## src/hw/rtl/windowed_score_class_detector_assert.svh

```systemverilog
// Assertion macros for the windowed score class detector.
`ifndef WINDOWED_SCORE_CLASS_DETECTOR_ASSERT_SVH
`define WINDOWED_SCORE_CLASS_DETECTOR_ASSERT_SVH

`ifndef SYNTHESIS
`define WSCD_ASSERT_SAME(label, clk, rst, ante, cons) \
   label: assert property (@(posedge clk) disable iff (rst) (ante) |-> (cons)) \
      else $error("windowed_score_class_detector: same-cycle check failed");
`define WSCD_ASSERT_NEXT(label, clk, rst, ante, cons) \
   label: assert property (@(posedge clk) disable iff (rst) (ante) |=> (cons)) \
      else $error("windowed_score_class_detector: next-cycle check failed");
`else
`define WSCD_ASSERT_SAME(label, clk, rst, ante, cons)
`define WSCD_ASSERT_NEXT(label, clk, rst, ante, cons)
`endif

`endif

```

## src/hw/rtl/wscd_pkg.sv

```systemverilog
// Package with types, constants and helpers of the windowed score class detector.
package wscd_pkg;

   localparam int HISTORY_DEPTH = 16;
   localparam int CATEGORIES = 8;
   localparam int SCORE_BITS = 8;

   localparam int SCORE_SLOT = 8;
   localparam int SCORES_BITS = 64;
   localparam int TIME_BITS = 31;
   localparam int CAT_BITS = 3;
   localparam int AVG_BITS = 8;
   localparam int FRAMES_BITS = 5;
   localparam int WINDOW_BITS = 5;
   localparam int THRESH_BITS = 8;
   localparam int MINF_BITS = 5;
   localparam int EVENT_BITS = 32;

   localparam int PTR_BITS = $clog2(HISTORY_DEPTH);
   localparam int COUNT_BITS = $clog2(HISTORY_DEPTH + 1);
   localparam int SUM_BITS = SCORE_BITS + PTR_BITS;
   localparam int CAT_IDX_BITS = $clog2(CATEGORIES);
   localparam int ENTRY_BITS = SCORES_BITS + TIME_BITS;
   localparam int DIV_STEP_BITS = $clog2(SUM_BITS + 1);

   localparam int CSR_INDEX_BITS = 3;
   localparam int CSR_DATA_BITS = 31;

   localparam int REQ_TDATA_BITS = ((ENTRY_BITS + 7) / 8) * 8;
   localparam int RSP_FIELD_BITS = CAT_BITS + AVG_BITS + 1 + FRAMES_BITS;
   localparam int RSP_TDATA_BITS = ((RSP_FIELD_BITS + 7) / 8) * 8;
   localparam int RSP_PAD_BITS = RSP_TDATA_BITS - RSP_FIELD_BITS;

   localparam logic [WINDOW_BITS-1:0] WINDOW_RESET = 5'd3;
   localparam logic [THRESH_BITS-1:0] THRESH_RESET = 8'd200;
   localparam logic [TIME_BITS-1:0] SUPPRESS_RESET = 31'd1000;
   localparam logic [MINF_BITS-1:0] MINF_RESET = 5'd1;
   localparam logic [TIME_BITS-1:0] MAX_AGE_RESET = 31'd1000;
   localparam logic [CAT_BITS-1:0] SILENCE_RESET = 3'd0;
   localparam logic signed [EVENT_BITS-1:0] LAST_EVENT_RESET = -32'sd1000000;

   typedef logic [SUM_BITS-1:0] sum_type;

   typedef enum logic [CSR_INDEX_BITS-1:0] {
      CSR_WINDOW_FRAMES,
      CSR_DETECT_THRESHOLD,
      CSR_SUPPRESS_MS,
      CSR_MIN_FRAMES,
      CSR_AGE_LIMIT,
      CSR_SILENCE_CATEGORY
   } csr_index_type;

   typedef enum logic [2:0] {
      ST_IDLE,
      ST_WALK,
      ST_ARGMAX,
      ST_DIV_START,
      ST_DIV_WAIT,
      ST_DECIDE,
      ST_FINISH
   } state_type;

   function automatic logic [SCORE_BITS-1:0] score_of(input logic [SCORES_BITS-1:0] scores,
                                                      input int k);
      score_of = scores[k*SCORE_SLOT +: SCORE_BITS];
   endfunction

endpackage

```

## src/hw/rtl/wscd_ram.sv

```systemverilog
// Generic single-write, single-read RAM with a registered read port.
module wscd_ram #(
   parameter int WIDTH = 8,
   parameter int DEPTH = 16,
   localparam int ADDR_BITS = $clog2(DEPTH)
) (
   input  logic                 clock,
   input  logic                 wr_en,
   input  logic [ADDR_BITS-1:0] wr_addr,
   input  logic [WIDTH-1:0]     wr_data,
   input  logic [ADDR_BITS-1:0] rd_addr,
   output logic [WIDTH-1:0]     rd_data
);

   logic [WIDTH-1:0] mem_ff [DEPTH];
   logic [WIDTH-1:0] rd_data_ff;

   always_ff @(posedge clock) begin
      if (wr_en) begin
         mem_ff[wr_addr] <= wr_data;
      end
      rd_data_ff <= mem_ff[rd_addr];
   end

   assign rd_data = rd_data_ff;

endmodule

```

## src/hw/rtl/wscd_div.sv

```systemverilog
// Restoring divider that produces one quotient bit per cycle.
module wscd_div
   import wscd_pkg::*;
(
   input  logic                  clock,
   input  logic                  reset,
   input  logic                  start,
   input  sum_type               dividend,
   input  logic [COUNT_BITS-1:0] divisor,
   output logic                  done,
   output sum_type               quotient
);

   logic                     busy_ff, busy_in;
   logic                     done_ff, done_in;
   logic [DIV_STEP_BITS-1:0] step_ff, step_in;
   logic [COUNT_BITS-1:0]    rem_ff, rem_in;
   sum_type                  quo_ff, quo_in;
   logic [COUNT_BITS-1:0]    divisor_ff, divisor_in;
   logic [COUNT_BITS:0]      trial;
   logic [COUNT_BITS:0]      diff;
   logic                     fits;

   always_comb begin
      trial = {rem_ff, quo_ff[SUM_BITS-1]};
      diff = trial - {1'b0, divisor_ff};
      fits = trial >= {1'b0, divisor_ff};
      busy_in = busy_ff;
      done_in = 1'b0;
      step_in = step_ff;
      rem_in = rem_ff;
      quo_in = quo_ff;
      divisor_in = divisor_ff;
      if (start) begin
         busy_in = 1'b1;
         step_in = DIV_STEP_BITS'(SUM_BITS);
         rem_in = '0;
         quo_in = dividend;
         divisor_in = divisor;
      end else if (busy_ff) begin
         rem_in = fits ? diff[COUNT_BITS-1:0] : trial[COUNT_BITS-1:0];
         quo_in = {quo_ff[SUM_BITS-2:0], fits};
         step_in = step_ff - 1'b1;
         if (step_ff == DIV_STEP_BITS'(1)) begin
            busy_in = 1'b0;
            done_in = 1'b1;
         end
      end
   end

   always_ff @(posedge clock) begin
      if (reset) begin
         busy_ff <= 1'b0;
         done_ff <= 1'b0;
      end else begin
         busy_ff <= busy_in;
         done_ff <= done_in;
      end
   end

   always_ff @(posedge clock) begin
      step_ff <= step_in;
      rem_ff <= rem_in;
      quo_ff <= quo_in;
      divisor_ff <= divisor_in;
   end

   assign done = done_ff;
   assign quotient = quo_ff;

endmodule

```

## src/hw/rtl/windowed_score_class_detector.sv

```systemverilog
// Top level of the windowed score class detector: history ring, walk, argmax and decision.
// After a request is accepted, the walk reads N entries, one per cycle, then the argmax, the
// division and the decision follow before rsp_tvalid; too few entries skip the argmax and division.
// A request is taken in the cycle after its result is loaded, so no new request is taken before
// then, and loading waits while rsp_tready holds the previous result.
// Synchronous reset restores the registers to their defaults and empties the history ring.
`include "windowed_score_class_detector_assert.svh"

module windowed_score_class_detector
   import wscd_pkg::*;
(
   input  logic                      clock,
   input  logic                      reset,
   input  logic                      req_tvalid,
   output logic                      req_tready,
   // frame_scores [63:0], now_ms [94:64], zero pad [95]
   input  logic [REQ_TDATA_BITS-1:0] req_tdata,
   output logic                      rsp_tvalid,
   input  logic                      rsp_tready,
   // category [2:0], avg_score [10:3], new_note [11], frames_used [16:12], zero pad [23:17]
   output logic [RSP_TDATA_BITS-1:0] rsp_tdata,
   input  logic                      csr_we,
   input  logic [CSR_INDEX_BITS-1:0] csr_index,
   input  logic [CSR_DATA_BITS-1:0]  csr_wdata
);

   state_type state_ff, state_in;

   logic [WINDOW_BITS-1:0] window_ff, window_in;
   logic [THRESH_BITS-1:0] thresh_ff, thresh_in;
   logic [TIME_BITS-1:0]   suppress_ff, suppress_in;
   logic [MINF_BITS-1:0]   minf_ff, minf_in;
   logic [TIME_BITS-1:0]   max_age_ff, max_age_in;
   logic [CAT_BITS-1:0]    silence_ff, silence_in;

   logic [PTR_BITS-1:0]    slot_ff, slot_in;
   logic [COUNT_BITS-1:0]  fill_ff, fill_in;
   logic                   last_valid_ff, last_valid_in;
   logic [CAT_BITS-1:0]    last_cat_ff, last_cat_in;
   logic signed [EVENT_BITS-1:0] last_event_ff, last_event_in;
   logic [CAT_BITS-1:0]    reported_ff, reported_in;

   logic [TIME_BITS-1:0]   now_ff, now_in;
   logic [COUNT_BITS-1:0]  limit_ff, limit_in;
   logic [COUNT_BITS-1:0]  need_ff, need_in;
   logic [PTR_BITS-1:0]    ptr_ff, ptr_in;
   logic [COUNT_BITS-1:0]  issued_ff, issued_in;
   logic                   rv_ff, rv_in;
   logic [COUNT_BITS-1:0]  used_ff, used_in;
   sum_type                sums_ff [CATEGORIES];
   sum_type                sums_in [CATEGORIES];
   logic [CAT_IDX_BITS-1:0] cat_ff, cat_in;
   logic [CAT_BITS-1:0]    best_ff, best_in;
   sum_type                best_sum_ff, best_sum_in;
   logic [CAT_BITS-1:0]    res_cat_ff, res_cat_in;
   logic [AVG_BITS-1:0]    res_avg_ff, res_avg_in;
   logic                   res_note_ff, res_note_in;

   logic                   rsp_tvalid_ff, rsp_tvalid_in;
   logic [CAT_BITS-1:0]    out_cat_ff, out_cat_in;
   logic [AVG_BITS-1:0]    out_avg_ff, out_avg_in;
   logic                   out_note_ff, out_note_in;
   logic [FRAMES_BITS-1:0] out_used_ff, out_used_in;

   logic                   accept;
   logic                   ram_we;
   logic                   div_start;
   logic                   load_out;
   logic                   out_free;
   logic [ENTRY_BITS-1:0]  ram_rdata;
   logic [SCORES_BITS-1:0] rd_scores;
   logic [TIME_BITS-1:0]   rd_time;
   logic                   div_done;
   sum_type                div_quotient;

   logic [COUNT_BITS-1:0]  win;
   logic [COUNT_BITS-1:0]  need;
   logic                   issue;
   logic signed [EVENT_BITS-1:0] age;
   logic                   too_old;
   logic [COUNT_BITS-1:0]  used_plus;
   logic [COUNT_BITS-1:0]  used_final;
   logic                   walk_exit;
   logic                   few;
   logic                   last_cat_step;
   sum_type                candidate;
   logic [AVG_BITS-1:0]    avg;
   logic signed [EVENT_BITS:0] since;
   logic                   suppressed;

   wscd_ram #(
      .WIDTH (ENTRY_BITS),
      .DEPTH (HISTORY_DEPTH)
   ) u_hist (
      .clock   (clock),
      .wr_en   (ram_we),
      .wr_addr (slot_ff),
      .wr_data (req_tdata[ENTRY_BITS-1:0]),
      .rd_addr (ptr_ff),
      .rd_data (ram_rdata)
   );

   wscd_div u_div (
      .clock    (clock),
      .reset    (reset),
      .start    (div_start),
      .dividend (best_sum_ff),
      .divisor  (used_ff),
      .done     (div_done),
      .quotient (div_quotient)
   );

   assign rd_scores = ram_rdata[SCORES_BITS-1:0];
   assign rd_time = ram_rdata[ENTRY_BITS-1:SCORES_BITS];
   assign out_free = !rsp_tvalid_ff || rsp_tready;
   assign accept = req_tvalid && req_tready;

   always_comb begin
      if (window_ff == '0) begin
         win = COUNT_BITS'(1);
      end else if (32'(window_ff) > 32'(HISTORY_DEPTH)) begin
         win = COUNT_BITS'(HISTORY_DEPTH);
      end else begin
         win = COUNT_BITS'(window_ff);
      end
      if (minf_ff == '0) begin
         need = COUNT_BITS'(1);
      end else if (32'(minf_ff) > 32'(win)) begin
         need = win;
      end else begin
         need = COUNT_BITS'(minf_ff);
      end
   end

   always_comb begin
      issue = issued_ff < limit_ff;
      age = $signed({1'b0, now_ff}) - $signed({1'b0, rd_time});
      too_old = age > $signed({1'b0, max_age_ff});
      used_plus = used_ff + 1'b1;
      walk_exit = rv_ff && (too_old || used_plus == limit_ff);
      used_final = too_old ? used_ff : used_plus;
      few = used_final < need_ff;
      last_cat_step = cat_ff == CAT_IDX_BITS'(CATEGORIES - 1);
      candidate = sums_ff[cat_ff];
      avg = AVG_BITS'(div_quotient);
      since = $signed({2'b0, now_ff}) - $signed({last_event_ff[EVENT_BITS-1], last_event_ff});
      suppressed = last_valid_ff && best_ff == last_cat_ff &&
                   since < $signed({2'b0, suppress_ff});
   end

   always_comb begin
      state_in = state_ff;
      unique case (state_ff)
         ST_IDLE: begin
            if (req_tvalid) begin
               state_in = ST_WALK;
            end
         end
         ST_WALK: begin
            if (walk_exit) begin
               state_in = few ? ST_FINISH : ST_ARGMAX;
            end
         end
         ST_ARGMAX: begin
            if (last_cat_step) begin
               state_in = ST_DIV_START;
            end
         end
         ST_DIV_START: begin
            state_in = ST_DIV_WAIT;
         end
         ST_DIV_WAIT: begin
            if (div_done) begin
               state_in = ST_DECIDE;
            end
         end
         ST_DECIDE: begin
            state_in = ST_FINISH;
         end
         ST_FINISH: begin
            if (out_free) begin
               state_in = ST_IDLE;
            end
         end
         default: begin
            state_in = ST_IDLE;
         end
      endcase
   end

   always_comb begin
      req_tready = 1'b0;
      ram_we = 1'b0;
      div_start = 1'b0;
      load_out = 1'b0;
      unique case (state_ff)
         ST_IDLE: begin
            req_tready = 1'b1;
            ram_we = req_tvalid;
         end
         ST_DIV_START: begin
            div_start = 1'b1;
         end
         ST_FINISH: begin
            load_out = out_free;
         end
         default: begin
         end
      endcase
   end

   always_comb begin
      window_in = window_ff;
      thresh_in = thresh_ff;
      suppress_in = suppress_ff;
      minf_in = minf_ff;
      max_age_in = max_age_ff;
      silence_in = silence_ff;
      if (csr_we) begin
         unique case (csr_index)
            CSR_WINDOW_FRAMES:    window_in = csr_wdata[WINDOW_BITS-1:0];
            CSR_DETECT_THRESHOLD: thresh_in = csr_wdata[THRESH_BITS-1:0];
            CSR_SUPPRESS_MS:      suppress_in = csr_wdata[TIME_BITS-1:0];
            CSR_MIN_FRAMES:       minf_in = csr_wdata[MINF_BITS-1:0];
            CSR_AGE_LIMIT:        max_age_in = csr_wdata[TIME_BITS-1:0];
            CSR_SILENCE_CATEGORY: silence_in = csr_wdata[CAT_BITS-1:0];
            default: begin
            end
         endcase
      end
   end

   always_comb begin
      slot_in = slot_ff;
      fill_in = fill_ff;
      now_in = now_ff;
      limit_in = limit_ff;
      need_in = need_ff;
      ptr_in = ptr_ff;
      issued_in = issued_ff;
      rv_in = 1'b0;
      used_in = used_ff;
      sums_in = sums_ff;
      cat_in = cat_ff;
      best_in = best_ff;
      best_sum_in = best_sum_ff;
      res_cat_in = res_cat_ff;
      res_avg_in = res_avg_ff;
      res_note_in = res_note_ff;
      last_valid_in = last_valid_ff;
      last_cat_in = last_cat_ff;
      last_event_in = last_event_ff;
      reported_in = reported_ff;
      unique case (state_ff)
         ST_IDLE: begin
            if (accept) begin
               slot_in = (slot_ff == PTR_BITS'(HISTORY_DEPTH - 1)) ? '0 : slot_ff + 1'b1;
               fill_in = (fill_ff == COUNT_BITS'(HISTORY_DEPTH)) ? fill_ff : fill_ff + 1'b1;
               limit_in = (fill_in < win) ? fill_in : win;
               need_in = need;
               now_in = req_tdata[ENTRY_BITS-1:SCORES_BITS];
               ptr_in = slot_ff;
               issued_in = '0;
               used_in = '0;
               for (int c = 0; c < CATEGORIES; c++) begin
                  sums_in[c] = '0;
               end
            end
         end
         ST_WALK: begin
            if (issue) begin
               issued_in = issued_ff + 1'b1;
               ptr_in = (ptr_ff == '0) ? PTR_BITS'(HISTORY_DEPTH - 1) : ptr_ff - 1'b1;
               rv_in = 1'b1;
            end
            if (rv_ff && !too_old) begin
               used_in = used_plus;
               for (int c = 0; c < CATEGORIES; c++) begin
                  sums_in[c] = sums_ff[c] + SUM_BITS'(score_of(rd_scores, c));
               end
            end
            if (walk_exit) begin
               best_in = '0;
               best_sum_in = sums_in[0];
               cat_in = CAT_IDX_BITS'(1);
               res_cat_in = reported_ff;
               res_avg_in = '0;
               res_note_in = 1'b0;
            end
         end
         ST_ARGMAX: begin
            if (candidate > best_sum_ff) begin
               best_in = CAT_BITS'(cat_ff);
               best_sum_in = candidate;
            end
            cat_in = cat_ff + 1'b1;
         end
         ST_DECIDE: begin
            res_cat_in = best_ff;
            res_avg_in = avg;
            res_note_in = 1'b0;
            if (avg >= thresh_ff) begin
               if (best_ff == silence_ff) begin
                  last_valid_in = 1'b1;
                  last_cat_in = best_ff;
                  reported_in = best_ff;
               end else if (!suppressed) begin
                  last_valid_in = 1'b1;
                  last_cat_in = best_ff;
                  last_event_in = $signed({1'b0, now_ff});
                  reported_in = best_ff;
                  res_note_in = 1'b1;
               end
            end
         end
         default: begin
         end
      endcase
   end

   always_comb begin
      out_cat_in = out_cat_ff;
      out_avg_in = out_avg_ff;
      out_note_in = out_note_ff;
      out_used_in = out_used_ff;
      rsp_tvalid_in = rsp_tvalid_ff && !rsp_tready;
      if (load_out) begin
         rsp_tvalid_in = 1'b1;
         out_cat_in = res_cat_ff;
         out_avg_in = res_avg_ff;
         out_note_in = res_note_ff;
         out_used_in = FRAMES_BITS'(used_ff);
      end
   end

   always_ff @(posedge clock) begin
      if (reset) begin
         state_ff <= ST_IDLE;
         window_ff <= WINDOW_RESET;
         thresh_ff <= THRESH_RESET;
         suppress_ff <= SUPPRESS_RESET;
         minf_ff <= MINF_RESET;
         max_age_ff <= MAX_AGE_RESET;
         silence_ff <= SILENCE_RESET;
         slot_ff <= '0;
         fill_ff <= '0;
         last_valid_ff <= 1'b0;
         last_cat_ff <= '0;
         last_event_ff <= LAST_EVENT_RESET;
         reported_ff <= SILENCE_RESET;
         rsp_tvalid_ff <= 1'b0;
      end else begin
         state_ff <= state_in;
         window_ff <= window_in;
         thresh_ff <= thresh_in;
         suppress_ff <= suppress_in;
         minf_ff <= minf_in;
         max_age_ff <= max_age_in;
         silence_ff <= silence_in;
         slot_ff <= slot_in;
         fill_ff <= fill_in;
         last_valid_ff <= last_valid_in;
         last_cat_ff <= last_cat_in;
         last_event_ff <= last_event_in;
         reported_ff <= reported_in;
         rsp_tvalid_ff <= rsp_tvalid_in;
      end
   end

   always_ff @(posedge clock) begin
      now_ff <= now_in;
      limit_ff <= limit_in;
      need_ff <= need_in;
      ptr_ff <= ptr_in;
      issued_ff <= issued_in;
      rv_ff <= rv_in;
      used_ff <= used_in;
      sums_ff <= sums_in;
      cat_ff <= cat_in;
      best_ff <= best_in;
      best_sum_ff <= best_sum_in;
      res_cat_ff <= res_cat_in;
      res_avg_ff <= res_avg_in;
      res_note_ff <= res_note_in;
      out_cat_ff <= out_cat_in;
      out_avg_ff <= out_avg_in;
      out_note_ff <= out_note_in;
      out_used_ff <= out_used_in;
   end

   assign rsp_tvalid = rsp_tvalid_ff;
   assign rsp_tdata = {{RSP_PAD_BITS{1'b0}}, out_used_ff, out_note_ff, out_avg_ff, out_cat_ff};

   `WSCD_ASSERT_NEXT(a_accept_starts_walk, clock, reset, req_tvalid && req_tready, state_ff == ST_WALK)
   `WSCD_ASSERT_SAME(a_used_nonzero, clock, reset, rsp_tvalid_ff, out_used_ff != '0)
   `WSCD_ASSERT_SAME(a_note_is_detection, clock, reset, rsp_tvalid_ff && out_note_ff, (out_cat_ff != silence_ff) && (out_avg_ff >= thresh_ff))
   `WSCD_ASSERT_SAME(a_div_done_in_wait, clock, reset, div_done, state_ff == ST_DIV_WAIT)

endmodule

```

## config.mk

```make
export PLATFORM = sky130hd
export DESIGN_NAME = windowed_score_class_detector
export DESIGN_NICKNAME = d
export VERILOG_FILES = /design/src/hw/rtl/wscd_pkg.sv /design/src/hw/rtl/wscd_ram.sv /design/src/hw/rtl/wscd_div.sv /design/src/hw/rtl/windowed_score_class_detector.sv
export VERILOG_INCLUDE_DIRS = /design/src /design/src/hw/rtl
export SDC_FILE = /design/constraint.sdc
export NUM_CORES = 2
export LEC_CHECK = 0
export ABC_CLOCK_PERIOD_IN_PS = 10400
export BUFFER_PORTS_ARGS = -buffer_cell sky130_fd_sc_hd__buf_2
export CELL_PAD_IN_SITES_DETAIL_PLACEMENT = 1
export CELL_PAD_IN_SITES_GLOBAL_PLACEMENT = 1
export CORE_MARGIN = 2
export CORE_UTILIZATION = 40
export DETAILED_ROUTE_END_ITERATION = 10
export PLACE_DENSITY = 0.7
export SLEW_MARGIN = 20
export SYNTH_ARGS = -nofsm -noshare
export SYNTH_HDL_FRONTEND = slang
export SYNTH_SLANG_ARGS = --single-unit
```

## constraint.sdc

```tcl
create_clock -name clock -period 10.4 [get_ports clock]
set_clock_uncertainty 0.05 [all_clocks]
set_input_delay 1.04 -clock clock [delete_from_list [all_inputs] [get_ports clock]]
set_output_delay 1.04 -clock clock [all_outputs]
set_load 0.01 [all_outputs]
```

# Yosys cells after proc, flatten, opt, wreduce, memory -nomap -nowiden
# Memory sizes are Yosys's and may differ from the RTL's. A register that Yosys moved wholly into a read port is not among the register bits.
# Cells that the tools add are included.
# totals
n_memories	1
register_bits	359
mem_bits_rw	1520
in_bits	135
out_inout_bits	26
wordCells	208
# classes
n_eq_ne	28
n_lt_le_gt_ge	11
n_reduce_logical	37
n_addsub	18
bitwise	4
mux	65
# memory_table
name	depth	word_bits	rd	rd_ports_with_merged_regs	wr	line_no	source
u_hist.mem_ff	16	95	1	1	1	wscd_ram.sv:15	logic [WIDTH-1:0] mem_ff [DEPTH];
# ops
op	count
96-bit two-way mux	2
96-bit case mux with 2 select lines	1
12-bit by 8-bit adder with 12-bit output	8
12-bit two-way mux	6
5-bit two-way mux	10
12-bit binary-select mux with 3-bit select	1
3-bit two-way mux	12
33-bit by 32-bit < comparator with 1-bit output	1
32-bit by 32-bit subtractor with 33-bit output	1
32-bit greater-than comparator	1
31-bit by 31-bit subtractor with 32-bit output	1
12-bit case mux with 2 select lines	1
3-bit case mux with 7 select lines	1
5-bit case mux with 2 select lines	2
2-bit AND reduction	10
3-bit == test, second input constant	6
1-bit two-way mux	18
3-bit case mux with 2 select lines	3
4-bit two-way mux	4
2-bit != test, second input constant	8
8-bit case mux with 2 select lines	1
5-bit by 1-bit adder with 5-bit output, second input constant	3
5-bit < comparator	3
3-bit by 2-bit == test with 1-bit output, second input constant	4
other kinds (33)	55

# Logic depth before layout (Yosys ltp)
# logic_depth
word_depth	7
mapped_depth	27
depth_no_buf	27

# Modules after synthesis
# Synthesis repeated with hierarchy kept, for this count alone.
# unflattened
hier_cells	4790
area_unflattened_um2	81705.9
# modules_own_cells
mod	instances	cells_per_inst	area_per_inst_um2
wscd_ram	1	2434	58693.8
windowed_score_class_detector	1	2242	21623.2
wscd_div	1	114	1388.8

# Worst setup path after synthesis
# Ideal clock, no wire load.
# synth_path
path_kind	input-to-reg
start	in req_tvalid
end	mem u_hist.mem_ff[0][0] (netlist name), enable pin
setup_ps	664
t_arrival_ps	9465
required_time_ps	9686
cell_stages	5
path_slack_ps	221
n_path_buf	1
cell_sequence	nand2_1 inv_1 buf_1 nand2_1 nor3_1
# synth_between
elab_chain_len	3
# synth_rtl
item	line_no	source
start, declared	windowed_score_class_detector.sv:14	input logic req_tvalid,
1-bit two-way mux	windowed_score_class_detector.sv:196	unique case (state_ff)
1-bit two-way mux	wscd_ram.sv:19	if (wr_en) begin
1-bit two-way mux (not written as such)	wscd_ram.sv:20	mem_ff[wr_addr] <= wr_data;
end, declared	wscd_ram.sv:15	
# Every way passes these cells.

# Worst setup path in the final report
# layout_path
start	reg now_ff[0]
end	reg sums_ff[50] (netlist name), enable pin
# layout_between
elab_chain_len	6
# layout_rtl
item	line_no	source
start, declared	windowed_score_class_detector.sv:43	logic [TIME_BITS-1:0] now_ff, now_in;
start signal, assigned	windowed_score_class_detector.sv:371	now_ff <= now_in;
31-bit by 31-bit subtractor with 32-bit output	windowed_score_class_detector.sv:137	age = $signed({1'b0, now_ff}) - $signed({1'b0, rd_time});
32-bit greater-than comparator	windowed_score_class_detector.sv:138	too_old = age > $signed({1'b0, max_age_ff});
1-bit zero test	windowed_score_class_detector.sv:276	if (rv_ff && !too_old) begin
1-bit logical AND	windowed_score_class_detector.sv:276	
2-bit != test (no line)	-	
3-bit AND reduction (no line)	-	
end signal, assigned	windowed_score_class_detector.sv:378	sums_ff <= sums_in;
end, declared	windowed_score_class_detector.sv:50	sum_type sums_ff [CATEGORIES];
# Every way passes these cells.
# A chain may end at the register's enable or synchronous reset.

==> metrics.md <==
| Metric | Value |
|---|---|
| Status | complete, no violations |
| Initial antenna violation count | 59 |
| Root buffer cell | clkbuf_16 |
| Via count | 47200 |
| Crit start category | flop |
| WP data arrival | 8.06 ns |
| Post-Syn Area per Cell | ~16 um^2 |
| Crit path capture type | flop |
| DRT Pass-1 Iters | 5 |
| Worst vdd ir | 0.206 mV |
| DP HPWL | 128000 um |
| Worst-Margin Slew | 1.14 ns |
| Num rows | approximately 170 |
| Share of layout cells above drive strength 1 | 15.6% |
| Synthesis Warnings | 0 |
| Synth unique cells | 69 |
| Final min period | approximately 7.7 ns |
| # H-tree levels | 4 |
| Yosys reg bits | between 1500 and 2000 |
| Unrepaired setup endpoints after global routing | no |
| Vias in the first global route | approximately 50000 |
| CTS buffer count | 194 |
| CP Class | flop to flop |
| DR DRC count | 0 |
| CTS sink cnt | about 2000 |
| Layout Nets | about 5900 |
| Insertion delay to the later sink of the worst-skew pair | 0.87 ns |
| Core area | slightly above 200000 um^2 |
| Slew Limit Headroom | 24.1% |
| Synth area leaders | edfxtp_1, mux4_2, dfxtp_1 |
| Leakage | 0.0323 uW |
| Antenna Nets Post-Route | 0 |
| Sequential area share after synthesis | between 60% and 70% |
| CTS tree | built |
| Area Overhead vs Synth | 12.9% |
| Final Cycle Share | approximately three quarters |
| Die Width | 458 um |
| Chip Height | 458 um |
| First-pass GRT wire length | 325000 um |
| Max clock buf depth | 3 |
| Design Area, Final | 93300 um^2 |
| Fraction of registers with async set/reset | 0% |
| Max-cap violations | 0 |
| Setup violations, final | 0 |
| Wire length per cell | ~26 um |
| Critical Path Fanout Max | ~70 |
| Area of the mapped netlist | 82600 um^2 |
| Post-CTS sizing | 0 |
| Cell count after synthesis | 5326 |
| Class of the worst hold path | flop to flop |
| Grt total ovfl | 0 |
| Top FF cell, synth | edfxtp_1 |
| Most frequent cells in the layout | edfxtp_1, mux2i_1, nor2_1 |
| GRT Total Usage | 20.7% |
| Fmax achieved | 131 MHz |
| Fillers | 19900 |
| Routability cong. | 0.814 |
| PwrDens | about 280 nW/um^2 |
| Clk pin slew, worst setup/hold paths | ~0.060 ns |
| Total Wirelength | roughly 220000 um |
| Via-to-Cell Ratio | roughly 5.6 |
| Hold buffer count at CTS | 0 |
| Number of synthesized flops with an enable pin | 1735 |
| Fin Setup TNS | 0 ns |
| Final Hold Viols | 0 |
| Top cell type's share of synthesized area | 63.1% |
| Required @ worst endpoint | ~11 ns |
| I/O Buffers | 152 |
| I/O Pins | 161 |
| Placed cell area | 86600 um^2 |
| Post CTS Setup Buffer Count | 0 |
| Commonest non-fill, non-tap cell in the layout | edfxtp_1 |
| DRT iter0 DRCs | roughly 3700 |
| Initial core utilization | 40.3% |
| DIE AREA | 210000 um^2 |
| Max-slew violation count | 0 |
| Yosys top cell by area | edfxtp_1 |
| Largest net degree at the start of global routing | 117 |
## power breakdown
part           internal, uW  switching (uW)  leakage (uW)
clock network          4160            3110       0.00322
logic                  3430            5340        0.0113
registers              9580             538        0.0177
total                 17200            8990        0.0323
## worst max-delay path, stage by stage, from the launching register on
cell	delay (ns)
edfxtp_1	0.41
inv_1	0.11
ha_1	0.17
inv_1	0.05
fa_1	0.40
a21o_1	0.20
a31o_2	0.25
a211oi_1	0.33
o21ai_0	0.28
a21oi_1	0.32
o311ai_0	0.29
a21o_1	0.25
a21o_1	0.18
xor2_1	0.14
ha_1	0.32
a21oi_1	0.15
nand2_1	0.09
a2111oi_0	0.43
nand3_1	0.19
o2111ai_1	0.25
o211ai_1	0.12
buf_4	0.24
or2_2	0.31
buf_4	0.37
nand2_4	0.57
buf_4	0.72
## cells by family (layout without fill, tap and decap cells)
group | count (synthesis) | in the layout | share of synthesized area [%]
multiplexers | 661 | 661 | 11.4
other | 1 | 26 | 0.00454
AO/OA/AOI/OAI | 1012 | 1012 | 7.70
adder cells (fa/ha/maj) | 254 | 254 | 3.95
XOR/XNOR | 154 | 154 | 1.63
AND/OR/NAND/NOR | 815 | 815 | 4.29
buffers and inverters | 455 | 817 | 2.13
flip-flops | 1974 | 1974 | 68.9
## state kept, by name, indices dropped and copies added, names as in the netlist, 8 cells and up
| register | count |
|---|---|
| best_sum_ff | 12 |
| thresh_ff | 8 |
| u_hist.mem_ff | 1520 |
| last_event_ff | 32 |
| u_hist.rd_data | 95 |
| out_avg_ff | 8 |
| sums_ff | 96 |
| u_div.quotient | 12 |
| res_avg_ff | 8 |
| now_ff | 31 |
| max_age_ff | 31 |
| suppress_ff | 31 |
## synth_stat cells, types with 4 or more instances
cell type,instances
a2111oi_0,5
a211o_1,12
a211oi_1,17
a21boi_0,5
a21o_1,73
a21oi_1,307
a221oi_1,97
a22oi_1,97
a31oi_1,9
and2_1,30
and3_1,20
buf_1,46
buf_4,8
clkbuf_1,186
dfxtp_1,239
edfxtp_1,1735
fa_1,11
ha_1,243
inv_1,212
mux2_2,110
mux2i_1,336
mux4_2,215
nand2_1,246
nand2b_1,26
nand3_1,43
nand4_1,21
nor2_1,345
nor2b_1,23
nor3_1,27
o211ai_1,21
o21a_1,15
o21ai_0,276
o21bai_1,36
o31a_1,5
o31ai_1,4
or2_2,10
or3_1,13
xnor2_1,107
xor2_1,47
## final cells by class
type | count | area (um^2) | share of cell area, %
sequential | 1974 | 56900 | 61.0
multi-input combinational | 2903 | 24100 | 25.9
clock buffer | 264 | 5350 | 5.73
tap | 2688 | 3360 | 3.60
timing repair buffer | 237 | 1460 | 1.57
clock inverter | 104 | 1260 | 1.35
inverter | 212 | 796 | 0.853
antenna | 19 | 47.5 | 0.0510
## path summary, 6_finish.rpt
check                     start       endpoint  slack, ns  cells after the start
setup reg to reg      now_ff[0]    sums_ff[50]       2.75                     25
hold / removal    res_avg_ff[7]  out_avg_ff[7]       0.37                      0
setup / recovery      now_ff[0]    sums_ff[50]       2.75                     25
hold reg to reg   res_avg_ff[7]  out_avg_ff[7]       0.37                      0
## per-stage QoR
stage | power, uW | worst slack (ns) | hold slack (ns) | utilization [%] | std cells
final | 26200 | 2.75 | 0.373 | 45.5 | 8401
after global routing | 27500 | 2.10 | 0.353 | 45.5 | 8396
after CTS | 26300 | 2.64 | 0.326 | 45.5 | 8382
after detailed placement | 19000 | 2.70 | 0.360 | 42.3 | 8014
after global placement | 18700 | 2.80 | 0.355 | 42.3 | 8014
after floorplan | 16200 | 0.221 | 0.350 | - | 5332
## per-layer routing
layer,GRT usage [%],wire length [um],up-vias
met5,0,157,-
met4,7.83,7070,28
met3,3.62,12400,395
met2,33.6,105000,1354
met1,27.8,94700,24500
li1,-,-,20900
No activity file was read; power rests on OpenSTA's default activity.
